`config.mk`:
```
export PLATFORM = sky130hd
export DESIGN_NAME = uprb_ram
export DESIGN_NICKNAME = d
export VERILOG_FILES = /design/src/design/uprb_ram.sv
export SDC_FILE = /design/constraint.sdc
export NUM_CORES = 1
export LEC_CHECK = 0
export BUFFER_PORTS_ARGS = -buffer_cell sky130_fd_sc_hd__buf_4
export CAP_MARGIN = 20
export CORE_MARGIN = 2
export CORE_UTILIZATION = 61
export DETAILED_ROUTE_END_ITERATION = 8
export MAX_ROUTING_LAYER = met4
export PLACE_DENSITY = 0.79
export SETUP_SLACK_MARGIN = 0.3
export SYNTH_ARGS = -nofsm -noshare
export SYNTH_HDL_FRONTEND = slang
export SYNTH_SLANG_ARGS = --single-unit
```
`constraint.sdc`:
```
create_clock -name clk_i -period 6.5 [get_ports clk_i]
set_clock_uncertainty 0.15 [all_clocks]
set_input_delay 0.325 -clock clk_i [delete_from_list [all_inputs] [get_ports clk_i]]
set_output_delay 0.325 -clock clk_i [all_outputs]
set_load 0.01 [all_outputs]
```
`src/design/uprb_ram.sv`:
```
// ----------------------------------------------------------------------------
// uprb_ram: generic single port ram
// one write and one read per cycle on the shared address, registered read data
// ----------------------------------------------------------------------------
module uprb_ram #(
  parameter int unsigned Width = 64,
  parameter int unsigned Depth = 16
) (
  input  logic                     clk_i,
  input  logic                     we_i,
  input  logic [$clog2(Depth)-1:0] addr_i,
  input  logic [Width-1:0]         wdata_i,
  output logic [Width-1:0]         rdata_o
);
  logic [Width-1:0] mem_q [Depth];

  always_ff @(posedge clk_i) begin
    if (we_i) begin
      mem_q[addr_i] <= wdata_i;
    end
    rdata_o <= mem_q[addr_i];
  end
endmodule

```
== Word-level counts from Yosys, hierarchy flattened ==
Memory sizes are Yosys's and may differ from the RTL's. A register that Yosys moved wholly into a read port is not among the register bits.
Cells that the tools add are included.

* Add/subtract/negate cells: 0
* Multipliers: 0
* Divide/modulo/power cells: 0
* $lt $le $gt $ge: 0
* Equal/unequal tests: 0
* Shift-type cells: 0
* Muxes and demuxes: 2
* Bitwise gates (word level): 0
* Reductions and logical operators: 0

{| class="wikitable"
|+ Operator list
! operator !! number
|-
| 2-to-1 mux 1 bit || 2
|}

* Flip-flop bits (word level): 0
* Latch bits: 0
* Bits in writable memories: 1024
* Memory bits (read-only): 0
* Bits of input ports: 70
* Memories kept: 1

{| class="wikitable"
|+ Memory list
! name !! depth !! width !! read ports !! clocked after Yosys merged registers in !! wr ports !! line !! text
|-
| mem_q || 16 || 64 || 1 || 1 || 1 || 15 || <nowiki>logic [Width-1:0] mem_q [Depth];</nowiki>
|}

== Depth between registers and ports, before layout ==
Gate-level depths: netlist of the first run.

* Word-level depth: 2
* Mapped depth: 6

== Worst setup path before layout of the first run ==
OpenSTA, ideal clock, no wires.

* Path kind: input-to-reg
* Start point: input port addr_i[1]
* End point: memory mem_q[0][0] (enable)
* Library setup time: 0.565 ns
* Arrival time: 5.257 ns
* Path slack: 0.528 ns
* Cell stages on the path: 4
* Cell sequence: buf_2 > buf_2 > buf_1 > nor3_1

{| class="wikitable"
|+ RTL lines
! element !! line !! text
|-
| start: declaration || 11 || <nowiki>input logic [$clog2(Depth)-1:0] addr_i,</nowiki>
|-
| end: declaration || 15 ||
|}

No word-level cell before the write port.

== Worst setup path after layout of the first run ==
* Start point: input port addr_i[0]
* End point: memory mem_q[5][37] (enable)

No word-level cell before the write port.

==> flow_summary.ini, run 1 <==
[die]
dieArea_sq_mm = 0.0668
rows = 93
io_pins = 134
die_height_um = 259
dieWidth_um = 259
design.core.area_sq_mm = 0.0642
initial_utilization = 0.615

[sta]
slew_headroom = 0.246
finalHoldViolations = 0
clock.fmax_mhz = 335
tightestPinTransition_ns = 1.13
post-route-period-util = 0.460
period_minus_slack_ns = 2.99
fin_ws_ns = 3.51
setup_viol = 0
rsz0062_at_grt = false
tns_ns = 0
slew_viol_final = 0

[clock_tree]
cts-resized-gates = 0
clk_path_buf_depth = 3
cts_tree = built
root_buffer = clkbuf_16
cts.sinks = 1088
clk_pin_slew_worst_paths_ns = 0.06
post_cts_buffers = 0
cts.htree.levels = 3
holdBufCountCts = 64
cts_buffers = 104
worstSkewPairLatency_ns = 0.67

[status]
status = finished, final reports clean

[route]
routedWlPerCell_um = 31.0
ant_nets = 0
drc = 0
dr_total_vias = 18548
vias_per_cell = 6.52
drt-initial-drc-count = 2149
dr.pass1.iters = 5
wirelength_mm = 88.2

[synthesis]
synth_fp_nets = 1718
netlist_top_cells_area = edfxtp_1 (78%), mux4_2 (15%), dfxtp_1 (3.2%)
synth-seq-cells = 1088
synth_top_area_frac = 0.778
synth_top_area_cell = edfxtp_1
syn_inst = 1648
ys_warn_count = 0
synth_area_sq_mm = 0.0395
post_synth_num_cell_types = 18
yosysSeqAreaShare = 0.811
syn_avg_cell_area_sq_um = 24.0

[global_route]
grt_pass1_vias = 19833
grt_pass1_wl_mm = 130
grt.total_usage = 0.280
grt_max_degree = 139
antenna_found_initial = 4
grt_overflow = 0

[worst_setup_path]
reg2reg_setup_slack_ns = 4.84
crit_path_end_kind = register
cp.arrival_ns = 3.11
crit_chain = buf_8 -> nand2b_1 -> nor2_4 -> buf_4
cp_slowest_cell = buf_4
crit_required_ns = 6.63
worstSetupStartpointType = input port
critPathKind = input port to register
critPathMaxStageDelay_ns = 0.85
cp_max_fo = 81

[placed_design]
place_ws_ns = 2.84
dp_hpwl_mm = 39.1
port-buffer-count = 133
place.gp.congestion = 0.749
place_inst = 2584

[power]
ir_drop_v = 0.000230
power_density_mw_per_mm2 = 320
leakage_nw = 14.8

[flow_run]
max-cap-violations = 0

[layout]
drive_above_1_share = 0.299
layout_commonest_cell = edfxtp_1
final-instance-count-excl-fill = 2845
final_cell_mix = edfxtp_1 (1024), mux4_2 (256), buf_4 (162), a22oi_1 (128), clkbuf_16 (104)
fin_util = 0.711
syn_to_final_growth_pct = 15.6
fin_nets = 1970

[min_path]
hp-class = input port to register
cell usage after synthesis (all sizes together):
library cell and n:
nand2 65, dfxtp 64, and2 1, a22oi 128, clkbuf 37, nand2b 2
nand3 1, buf 48, edfxtp 1024, nor2 13, nor3 4, or3b 1
nor2b 2, nand3b 2, mux4 256
sequential cells by signal, indices dropped and copies added (netlist names):
signal / cells
mem_q: 1024
rdata_o: 64
final timing paths:
kind / start / endpoint / cells past startpoint
worst max-delay path: addr_i[0] / mem_q[5][37]$_DFFE_PP_ / 4
worst min-delay path: addr_i[3] / rdata_o[52]$_DFF_P_ / 4
worst max register to register: mem_q[3][46]$_DFFE_PP_ / rdata_o[46]$_DFF_P_ / 3
worst min register to register: mem_q[12][26]$_DFFE_PP_ / rdata_o[26]$_DFF_P_ / 3
per-layer routing:
| layer | vias to the layer above | global-route usage | part of all wire |
|---|---|---|---|
| li1 | 7553 | - | - |
| met1 | 9748 | 0.355 | 0.36 |
| met2 | 1066 | 0.464 | 0.52 |
| met3 | 181 | 0.0475 | 0.091 |
| met4 | 0 | 0.101 | 0.030 |
| met5 | - | - | 0 |
power by group:
| part | internal [mW] | switching, mW |
|---|---|---|
| clock network | 3.45 | 2.53 |
| registers | 7.84 | 0.0613 |
| logic | 0.332 | 0.420 |
| total | 11.6 | 3.01 |
worst max-delay path, delay by kind of cell:
family	cells	cell delay [ns]
buffers and inverters	2	1.48
AND/OR/NAND/NOR	2	1.10
logic make-up after synthesis:
kind of cell / after synthesis / synth area share
flops: 1088 / 0.811
mux: 256 / 0.146
simple gates: 91 / 0.00943
compound gates: 128 / 0.0243
buf+inv: 85 / 0.00981
final cells by class:
type | instances | area, sq um
well taps | 855 | 1070
multi-input cells | 475 | 7230
clock inverters | 52 | 552
repair buffers | 231 | 1950
clock buffers | 140 | 2830
fillers | 3597 | 18600
diodes | 4 | 10.0
flip-flops and latches | 1088 | 32000
stage by stage:
step / hold WS, ns / area [sq um] / power, mW
final: 0.111 / 45700 / 14.6
after floorplan: 0.274 / 39500 / 8.42
after detailed placement: 0.463 / 41600 / 8.75
after global routing: 0.146 / 45700 / 15.0
after global placement: 0.459 / 41600 / 8.73
after CTS: 0.0755 / 45600 / 14.7
Power figures use the tool's default switching activity.
==> inputs of run 2 (changes only) <==
--- a/config.mk
+++ b/config.mk
@@ -5,10 +5,11 @@
 export SDC_FILE = /design/constraint.sdc
 export NUM_CORES = 1
 export LEC_CHECK = 0
+export ABC_AREA = 1
 export BUFFER_PORTS_ARGS = -buffer_cell sky130_fd_sc_hd__buf_4
 export CAP_MARGIN = 20
 export CORE_MARGIN = 2
-export CORE_UTILIZATION = 61
+export CORE_UTILIZATION = 62
 export DETAILED_ROUTE_END_ITERATION = 8
 export MAX_ROUTING_LAYER = met4
 export PLACE_DENSITY = 0.79
==> constraint.sdc (replaced) <==
create_clock -name clk_i -period 3.1 [get_ports clk_i]
set_clock_uncertainty 0.15 [all_clocks]
set_input_delay 0.155 -clock clk_i [delete_from_list [all_inputs] [get_ports clk_i]]
set_output_delay 0.155 -clock clk_i [all_outputs]
set_load 0.01 [all_outputs]
==> run 2 against run 1 <==
Clock-buffer cell count rose by 8. Clock power rose by 110%. Worst setup slack lost 2.6 ns. Die area up 9.3%. Sequential share of layout area is 6.0 points lower. Global-route usage grew 0.47 points. Sequential power up 110%. Via count up 56%. Non-clock buffer count up 20. Highest routed layer unchanged.
==> flow_summary.ini, run 2 <==
[status]
status = finished, final reports clean

[placed_design]
place.gp.congestion = 0.767
place_area_sq_mm = 0.0460
dp_hpwl_mm = 48.3
port-buffer-count = 133
place_inst = 5125
place_ws_ns = 0.706

[layout]
final-instance-count-excl-fill = 5388
drive_above_1_share = 0.0816
fin_area_sq_mm = 0.0500
fin_util = 0.713
final_cell_mix = nand2_1 (2754), edfxtp_1 (1024), buf_4 (163), inv_1 (131), clkbuf_16 (106)
layout_commonest_cell = nand2_1
fillCellCount = 4561
syn_to_final_growth_pct = 13.7
regMostFlops = mem_q
fin_nets = 4426
largest_reg_flops = 1024
reg_top3 = mem_q (1024), rdata_o (64)

[clock_tree]
root_buffer = clkbuf_16
cts_tree = built
cts.htree.levels = 3
clk_path_buf_depth = 3
cts_buffers = 104
cts.sinks = 1088
worstSkewPairLatency_ns = 0.68
clk_pin_slew_worst_paths_ns = 0.06
post_cts_buffers = 0

[global_route]
grt_max_degree = 201
grtUsageMet1 = 0.370
grt_pass1_wl_mm = 156
use_met2 = 0.466
grt_busiest_layer = met2
grt.total_usage = 0.285
grt_overflow = 0
antenna_found_initial = 2
grt_pass1_vias = 28253
met3_usage = 0.0401

[synthesis]
synth_fp_nets = 4265
synth_top_flop_cell = edfxtp_1
ys_warn_count = 0
synth_area_sq_mm = 0.0440
synth_top_area_cell = edfxtp_1
ys_async_sr_fraction = 0
syn_avg_cell_area_sq_um = 10.5
yosysSeqAreaShare = 0.728
synth_top_area_frac = 0.699
synth-seq-cells = 1088
syn_inst = 4195
yosysMostFrequentCell = nand2_1
netlist_top_cells_area = edfxtp_1 (70%), nand2_1 (24%), dfxtp_1 (2.9%)
synth_enable_flop_cells = 1024
synth_common_cells = nand2_1 (2754), edfxtp_1 (1024), inv_1 (131)
post_synth_num_cell_types = 11

[die]
initial_utilization = 0.627
io_pins = 134
die_height_um = 270
dieWidth_um = 270
dieArea_sq_mm = 0.0731
rows = 97
design.core.area_sq_mm = 0.0701

[power]
leakage_nw = 21.2
power_density_mw_per_mm2 = 621
ir_drop_v = 0.000458

[route]
drt-initial-drc-count = 2976
drc = 0
dr.pass1.iters = 7
dr_total_vias = 28972
routedWlPerCell_um = 18.6
vias_per_cell = 5.38
wirelength_mm = 100
ant_nets = 0

[sta]
tightestPinTransition_ns = 1.21
slew_headroom = 0.191
post-route-period-util = 0.700
fin_ws_ns = 0.929
setup_viol = 0
finalHoldViolations = 0
clock.fmax_mhz = 461
tns_ns = 0
rsz0062_at_grt = false
period_minus_slack_ns = 2.17
slew_viol_final = 0

[worst_setup_path]
cp_slowest_cell = nor2_4
worstSetupStartpointType = input port
cp_max_fo = 26
critPathBufInv = 4
crit_chain = dlygate4sd3_1 -> buf_8 -> inv_8 -> nand3_1 -> nor2_4 -> buf_12
cp.arrival_ns = 2.35
critPathKind = input port to register
critPathMaxStageDelay_ns = 0.68
crit_path_end_kind = register
crit_required_ns = 3.28
crit_family = buffers and inverters

[min_path]
hp-class = input port to register

[flow_run]
max-cap-violations = 0
run 2: changes by cell type after synthesis, sizes merged, moves of 4 or more:
cell	previous run	this run
mux4	256	0
nor2	13	18
inv	0	135
a22oi	128	0
buf	48	166
nor3	4	0
nand2	65	2754
clkbuf	37	30
run 2: repair_timing:
action                      CTS  global route
setup endpoints to repair     0             0
resized for setup             0             0
hold buffers                 65             0
hold endpoints to repair   1030             0
run 2: cells by family (layout without fill, tap and decap cells):
kind of cell / Yosys count / after routing / share of synthesized area
and+or+nand+nor: 2776 / 2776 / 0.237
other: 0 / 2 / 0
buffers and inverters: 331 / 582 / 0.0345
DFF: 1088 / 1088 / 0.728
run 2: area by class of cell:
cell class                 instances  area, sq um  share of cell area
multi-input combinational       2776        10600               0.211
timing repair buffer             251         2320              0.0465
inverter                         135          524              0.0105
antenna                            2         5.00            0.000100
tap                              940         1180              0.0235
clock inverter                    48          440             0.00881
sequential                      1088        32000               0.641
clock buffer                     148         2930              0.0586
run 2: routing by layer:
| metal | up-vias | part of all wire |
|---|---|---|
| li1 | 13753 | - |
| met1 | 13686 | 0.39 |
| met2 | 1321 | 0.49 |
| met3 | 212 | 0.087 |
| met4 | 0 | 0.027 |
| met5 | - | 0 |
run 2: worst reg2reg max path, delay by kind of cell, from the launching register on:
family	cells	cell delay (ns)
and+or+nand+nor	7	0.64
DFF	1	0.41
buffers and inverters	1	0.07
run 2: per-stage QoR:
step,power [mW],hold slack (ns)
after global placement,18.7,0.299
after detailed placement,18.8,0.300
after floorplan,18.0,0.104
final,31.0,0.0328
after global routing,31.9,0.103
after CTS,31.1,0.0125
run 2: worst paths after layout:
path | endpoint | cells past startpoint | from | slack, ns
worst min-delay path | rdata_o[14]$_DFF_P_ | 9 | addr_i[0] | 0.03
worst max-delay path | mem_q[1][36]$_DFFE_PP_ | 6 | addr_i[1] | 0.93
worst min register to register | rdata_o[51]$_DFF_P_ | 8 | mem_q[12][51]$_DFFE_PP_ | 0.53
worst max register to register | rdata_o[13]$_DFF_P_ | 8 | mem_q[12][13]$_DFFE_PP_ | 1.67
run 2: power breakdown:
part | internal [mW] | total, mW | leakage (nW) | switching, mW
Clock | 7.17 | 12.5 | 1.67 | 5.28
Sequential | 16.4 | 16.5 | 9.79 | 0.101
Combinational | 0.632 | 2.04 | 9.75 | 1.41
