$ cat config.mk
export PLATFORM = sky130hd
export DESIGN_NAME = uprb_cordic
export DESIGN_NICKNAME = d
export VERILOG_FILES = /design/src/design/uprb_pkg.sv /design/src/design/uprb_cordic.sv
export SDC_FILE = /design/constraint.sdc
export NUM_CORES = 1
export LEC_CHECK = 0
export BUFFER_PORTS_ARGS = -buffer_cell sky130_fd_sc_hd__buf_2
export CAP_MARGIN = 10
export CORE_MARGIN = 2
export CORE_UTILIZATION = 40
export CTS_CLUSTER_DIAMETER = 120
export DETAILED_ROUTE_END_ITERATION = 10
export GPL_ROUTABILITY_DRIVEN = 0
export PLACE_DENSITY = 0.64
export SETUP_SLACK_MARGIN = 0.5
export SLEW_MARGIN = 5
export SYNTH_ARGS = -nofsm -noshare
export SYNTH_HDL_FRONTEND = slang
export SYNTH_SLANG_ARGS = --single-unit
$ cat constraint.sdc
create_clock -name clk_i -period 5.55 [get_ports clk_i]
set_input_delay 1.11 -clock clk_i [delete_from_list [all_inputs] [get_ports clk_i]]
set_output_delay 1.11 -clock clk_i [all_outputs]
set_load 0.03 [all_outputs]
$ cat src/design/uprb_pkg.sv
// ----------------------------------------------------------------------------
// uprb_pkg: shared types and constants for the unicycle pose range bearing block
// holds the cordic angle table, register indexes and controller states
// ----------------------------------------------------------------------------
package uprb_pkg;

  localparam int unsigned MaxLandmarksDef = 16;
  localparam int unsigned CordicItersDef  = 16;
  localparam int unsigned AtanLen         = 24;
  localparam logic [29:0] InvGain         = 30'd652032874;

  typedef enum logic [2:0] {
    REG_START_X     = 3'd0,
    REG_START_Y     = 3'd1,
    REG_START_HEAD  = 3'd2,
    REG_SPEED       = 3'd3,
    REG_TURN_RATE   = 3'd4,
    REG_STEP_TIME   = 3'd5,
    REG_STEP_LIMIT  = 3'd6,
    REG_LM_COUNT    = 3'd7
  } reg_idx_e;

  typedef enum logic [3:0] {
    ST_IDLE,
    ST_MOT_MUL,
    ST_MOT_GAIN,
    ST_ROT,
    ST_POSE,
    ST_RD,
    ST_VEC_LOAD,
    ST_VEC,
    ST_GAIN,
    ST_OUT,
    ST_FIN
  } state_e;

  function automatic logic [31:0] atan_lut(input logic [4:0] i);
    logic [31:0] r;
    case (i)
      5'd0:  r = 32'h20000000;
      5'd1:  r = 32'h12E4051E;
      5'd2:  r = 32'h09FB385B;
      5'd3:  r = 32'h051111D4;
      5'd4:  r = 32'h028B0D43;
      5'd5:  r = 32'h0145D7E1;
      5'd6:  r = 32'h00A2F61E;
      5'd7:  r = 32'h00517C55;
      5'd8:  r = 32'h0028BE53;
      5'd9:  r = 32'h00145F2F;
      5'd10: r = 32'h000A2F98;
      5'd11: r = 32'h000517CC;
      5'd12: r = 32'h00028BE6;
      5'd13: r = 32'h000145F3;
      5'd14: r = 32'h0000A2FA;
      5'd15: r = 32'h0000517D;
      5'd16: r = 32'h000028BE;
      5'd17: r = 32'h0000145F;
      5'd18: r = 32'h00000A30;
      5'd19: r = 32'h00000518;
      5'd20: r = 32'h0000028C;
      5'd21: r = 32'h00000146;
      5'd22: r = 32'h000000A3;
      5'd23: r = 32'h00000051;
      default: r = 32'h0;
    endcase
    return r;
  endfunction

endpackage

$ cat src/design/uprb_cordic.sv
// ----------------------------------------------------------------------------
// uprb_cordic: iterative cordic, rotation and vectoring modes
// one micro-rotation per cycle on 36-bit datapath
// ----------------------------------------------------------------------------
module uprb_cordic
  import uprb_pkg::*;
#(
  parameter int unsigned CordicIters = CordicItersDef
) (
  input  logic               clk_i,
  input  logic               rst_ni,
  input  logic               start_i,
  input  logic               vec_mode_i,
  input  logic signed [35:0] x_i,
  input  logic signed [35:0] y_i,
  input  logic [31:0]        z_i,
  output logic               done_o,
  output logic signed [35:0] x_o,
  output logic signed [35:0] y_o,
  output logic [31:0]        z_o
);
  localparam int unsigned NIters = (CordicIters < AtanLen) ? CordicIters : AtanLen;
  localparam logic [4:0]  LastIt = 5'(NIters - 1);

  logic signed [35:0] x_q, y_q;
  logic [31:0] z_q;
  logic [4:0]  it_q;
  logic        busy_q, mode_q, done_q;
  logic signed [35:0] dx, dy;
  logic        up;
  logic [31:0] a;

  assign dx = y_q >>> it_q;
  assign dy = x_q >>> it_q;
  assign a  = atan_lut(it_q);
  // rotation: direction by sign of residual angle; vectoring: by sign of y
  assign up = mode_q ? (y_q > 36'sd0) : ~z_q[31];

  always_ff @(posedge clk_i or negedge rst_ni) begin
    if (!rst_ni) begin
      busy_q <= 1'b0;
      done_q <= 1'b0;
      it_q   <= '0;
      mode_q <= 1'b0;
    end else begin
      done_q <= 1'b0;
      if (start_i) begin
        busy_q <= 1'b1;
        it_q   <= '0;
        mode_q <= vec_mode_i;
      end else if (busy_q) begin
        it_q <= it_q + 5'd1;
        if (it_q == LastIt) begin
          busy_q <= 1'b0;
          done_q <= 1'b1;
        end
      end
    end
  end

  always_ff @(posedge clk_i) begin
    if (start_i) begin
      x_q <= x_i;
      y_q <= y_i;
      z_q <= z_i;
    end else if (busy_q) begin
      if (mode_q) begin
        if (up) begin
          x_q <= x_q + dx; y_q <= y_q - dy; z_q <= z_q + a;
        end else begin
          x_q <= x_q - dx; y_q <= y_q + dy; z_q <= z_q - a;
        end
      end else begin
        if (up) begin
          x_q <= x_q - dx; y_q <= y_q + dy; z_q <= z_q - a;
        end else begin
          x_q <= x_q + dx; y_q <= y_q - dy; z_q <= z_q + a;
        end
      end
    end
  end

  assign done_o = done_q;
  assign x_o    = x_q;
  assign y_o    = y_q;
  assign z_o    = z_q;
endmodule

=== After elaboration in Yosys (flattened, before gate mapping) ===
Memories as Yosys holds them, arrays and structs flattened.
Cells that the tools add are included.

* Magnitude comparators: 1
* Reductions and logical operators: 1
* Shifts and indexed selects: 2
* Muxes and demuxes: 24
* Add/subtract/negate cells: 7
* Equal/unequal tests: 1
* Bitwise operators: 1

{| class="wikitable"
|+ Operator list
! cell !! number
|-
| $mux 36 || 10
|-
| $mux 32 || 5
|-
| $add 36x36->36 || 2
|-
| $sshr 36x5->36 || 2
|-
| $sub 36x36->36 || 2
|-
| $gt 36x1->1 const B || 1
|-
| $add 32x32->32 || 1
|-
| $sub 32x32->32 || 1
|-
| $mux 5 || 2
|-
| $mux 1 || 7
|-
| $add 5x1->5 const B || 1
|-
| $eq 5x4->1 const B || 1
|-
| $reduce_bool 2->1 || 1
|-
| $not 1->1 || 1
|}

* Word-level logic and storage cells: 45
* Bits in read-only memories: 960
* Register bits after elaboration: 112
* Memories kept: 1
* Input bits: 108
* Output and inout port bits: 105

{| class="wikitable"
|+ Memories
! name !! depth !! width !! rd ports !! clocked after memory_dff !! wr ports !! RTL line !! RTL
|-
| (name not given) || 32 || 30 || 1 || 0 || 0 || uprb_pkg.sv:39 || <nowiki>case (i)</nowiki>
|}

=== Depth between registers and ports, before layout ===
* Word-level depth: 6
* Gate-level depth with buffers: 23
* Mapped depth without buffers: 20

=== Least setup slack after synthesis ===
OpenSTA, ideal clock, no wires.

* Path kind: register -> register
* Start point: reg it_q[0]
* End point: reg x_q[28] (netlist: x_o[28]) (data pin)
* Data arrival time: 4827 ps
* Stages on the path, launching flop included: 23
* Data required time: 5376 ps
* Path buffers: 4
* Path slack: 549 ps
* Library setup time: 174 ps
* Cells stage by stage: dfrtp_1 -> buf_2 -> clkbuf_1 -> clkbuf_1 -> buf_1 -> nand2_1 -> and3_1 -> a21oi_1 -> nor2_1 -> a21oi_1 -> mux2i_1 -> ha_1 -> fa_1 -> nand2b_1 -> a21o_1 -> a21oi_1 -> a21oi_1 -> a2111oi_2 -> o211ai_1 -> a21boi_1 -> o22a_1 -> mux2_2 -> a311oi_1

* Word-level cells in the longest chain between the ends: 6
* Elaborated cells on any way between the ends: 8

{| class="wikitable"
|+ Ends and longest elaborated chain
! element !! RTL line !! RTL
|-
| start: declaration || uprb_cordic.sv:27 || <nowiki>logic [4:0] it_q;</nowiki>
|-
| start signal: assignment || uprb_cordic.sv:52 || <nowiki>it_q <= it_q + 5'd1;</nowiki>
|-
| $sshr 36x5->36 * || uprb_cordic.sv:33 || <nowiki>assign dx = y_q >>> it_q;</nowiki>
|-
| $add 36x36->36 or $sub 36x36->36 (tied branches) || -- ||
|-
| $mux 36, on equally long branches || uprb_cordic.sv:74, uprb_cordic.sv:68 ||
|-
| $mux 36 * || uprb_cordic.sv:67 || <nowiki>if (mode_q) begin</nowiki>
|-
| $mux 36 * || uprb_cordic.sv:66 || <nowiki>end else if (busy_q) begin</nowiki>
|-
| $mux 36 * || uprb_cordic.sv:62 || <nowiki>if (start_i) begin</nowiki>
|-
| end signal: assignment || uprb_cordic.sv:63 || <nowiki>x_q <= x_i;</nowiki>
|-
| end signal: assignment || uprb_cordic.sv:69 || <nowiki>x_q <= x_q + dx; y_q <= y_q - dy; z_q <= z_q + a;</nowiki>
|-
| end signal: assignment || uprb_cordic.sv:75 || <nowiki>x_q <= x_q - dx; y_q <= y_q + dy; z_q <= z_q - a;</nowiki>
|-
| end: declaration || uprb_cordic.sv:25 || <nowiki>logic signed [35:0] x_q, y_q;</nowiki>
|}

Mark *: on every way between the ends. The rest lies on a longest branch, timed or not. The select of a mux whose other input is x is not followed.
A chain may end at the register's enable or synchronous reset.

=== Worst setup path in the final report ===
* Start point: reg it_q[0]
* End point: reg x_q[35] (netlist: x_o[35]) (data pin)

Same word-level chain as after synthesis.

==> results.ini <==
[outcome]
status=finished clean

[drt]
wl_um=75940
num_vias=22487
routedWlPerCell_um=20.77
drt_iter0_markers=2600
dr.pass1.iters=7
postRouteAntennaNets=0
via_per_inst=6.149
post-route-drc-count=0

[floorplanning]
chipHeight_um=230.4
std_cell_rows=82
die-area_um2=53070
core_area_um2=50380
start_util=0.4069
fp.dieW_um=230.4
ios=213

[sta]
period_share=0.9020
worst_pin_slew_ps=866.6
hold_viol=0
rsz0062_at_grt=yes
finClkSkew_ps=20.44
period_minus_slack_ps=5006
setup_viol=0
max_clock_freq_mhz=199.8
layout_setup_ws_ps=544.1
slew_headroom=0.4203
report.final.slew_viol_count=0
finalSetupTns_ps=0

[global_route]
antenna_found_initial=1
grt_pass1_wl_um=117700
grt_pass1_vias=20937
use_met1=0.3836
grt_util_met2=0.4298
grt_busiest_layer=met2
globalRouteMet3Util=0.04397
overflow=0
grt_max_degree=125
grt_use_total=0.2752

[critical_path]
worstRegToRegCells=17
critPathMaxFanout=34
crit_arrival_ps=5170
crit_required_ps=5710
cp-startpoint=it_q[0]
r2r-end=x_o[35]
r2r_slack_ps=540
slowest_stage=dfrtp_4
slowest_delay_ps=540
startpoint_type=flop
cp_top_family=compound AO/OA/AOI/OAI gates
path_cells=buf_12 > mux4_2 > nand2_1 > nand2_1 > nor2_1 > a311oi_1 > nor2_1 > ha_1 > a2111o_1 > o2111a_1 > o21ai_2 > o41ai_2 > a311o_1 > a311o_1 > nand2_1 > and3_1 > o31ai_2
critPathKind=reg2reg
worstReg2RegStart=it_q[0]
crit_top_cell=nand2_1
endpoint_kind=flop
crit_buf_inv=1

[synth]
synth_most_common_cell=nand2_1
synth_area_leaders=edfxtp_1, ha_1, nand2_1, a21oi_1, o21ai_0
synth_ff_type=edfxtp_1
yosysTopAreaCell=edfxtp_1
synth_common_cells=nand2_1, nor2_1, a21oi_1
ys_warn_count=0
ys_seq_area_frac=0.1621
synth_edf_count=104
synthCells=2857
avgSynthCellArea_um2=7.174
ys_ff_latch=112
syn_area_um2=20500
syn_nets=3192
synth_cell_types=87
ys_async_sr_fraction=0.07143
synth_top_area_frac=0.1524

[layout]
fin_nets=3314
register_area_um2=3334
fillCellCount=4991
multi_input_area_um2=16150
drive_above_1_share=0.1655
area_growth_pct=13.28

[placed_design]
pre_cts_ws_ps=206.4
io_buffers=212
dp_hpwl_um=58320

[clock_tree]
clock_sinks=112
cts_tree=yes
cts_made_buffers=9
root_buffer=clkbuf_16
htree_levels=3
clock_latency_ps=420
cts.clk_slew.worst_paths_ps=100
cts_hold_buffers=0
clk_path_buf_depth=2

[min_path]
hp-class=in2async

[job]
cap_viol_max_count=0

cell families (layout without fill, tap and decap cells):
group                    count (synthesis)  count (layout)  synth area share
XOR/XNOR                                99              99           0.04230
AO/OA/AOI/OAI                          911             911            0.2804
multiplexers                           142             142           0.09230
buffers and inverters                  394             521           0.07453
other                                    0               1                 0
flip-flops                             112             112            0.1621
adder cells (fa/ha/maj)                227             227            0.1408
AND/OR/NAND/NOR                        972             972            0.2075
metal layers:
| metal | wire [µm] | vias up |
|---|---|---|
| met3 | 6631 | 179 |
| met4 | 2744 | 0 |
| li1 | - | 10472 |
| met2 | 33840 | 1197 |
| met1 | 32730 | 10639 |
| met5 | 0 | - |
cells in the final DEF, fill, tap and decap left out, types with 30 or more instances in the layout:
cell type	n
a211oi_1	39
o21bai_1	31
buf_2	211
ha_1	208
nor2_1	288
a21o_1	52
a31oi_1	30
mux4_2	35
o21ai_0	225
nand2b_1	36
o21a_1	39
buf_4	74
xnor2_1	83
nor3_1	62
edfxtp_1	104
mux2i_1	77
inv_1	201
nand2_1	403
nand3_1	33
a21oi_1	265
through the flow:
stage,hold slack [ps],util,instances,instance area [µm²]
2_1_floorplan,519.1,-,2857,20500
4_1_cts,519.5,0.4503,3646,22680
5_1_grt,536.9,0.4609,3657,23220
3_3_place_gp,631.3,0.4431,3627,22320
3_5_place_dp,648.6,0.4431,3627,22320
6_report,532.9,0.4609,3657,23220
registers in the layout (all words and copies together), names as in the netlist:
signal and flops:
busy_q 1, done_o 1, it_q 5, mode_q 1, x_o 36, y_o 36
z_o 32
worst register-to-register path: stages, from the launching register on:
cell,delay (ps)
dfrtp_4,540
buf_12,200
mux4_2,410
nand2_1,60
nand2_1,130
nor2_1,60
a311oi_1,530
nor2_1,180
ha_1,420
a2111o_1,420
o2111a_1,300
o21ai_2,210
o41ai_2,140
a311o_1,440
a311o_1,380
nand2_1,80
and3_1,180
o31ai_2,60
what timing repair did:
action                     4_1_cts  5_1_grt
setup buffers                    3       10
gates resized for setup          8      113
pin swaps                        0       19
setup endpoints to repair       28       50
how the worst max path moves through the flow:
stage / cells after the start / slack [ps] / endpoint
after CTS: 19 / 510 / x_o[35]
after floorplan: 22 / 550 / x_o[28]
final: 17 / 540 / x_o[35]
after global routing: 19 / 400 / x_o[28]
after detailed placement: 19 / 210 / x_o[25]
after global placement: 19 / 290 / x_o[25]
area by class of cell:
type,instances,area share
antenna,1,0.0001078
clock buffer,10,0.01078
clock inverter,6,0.002209
inverter,210,0.03433
multi-input combinational,2351,0.6955
sequential,112,0.1436
tap,672,0.03621
timing repair buffer,295,0.07728
Power is left out: the tool's default activity adds up to more than one toggle a clock period on the data nets, which glitch-free logic cannot reach.
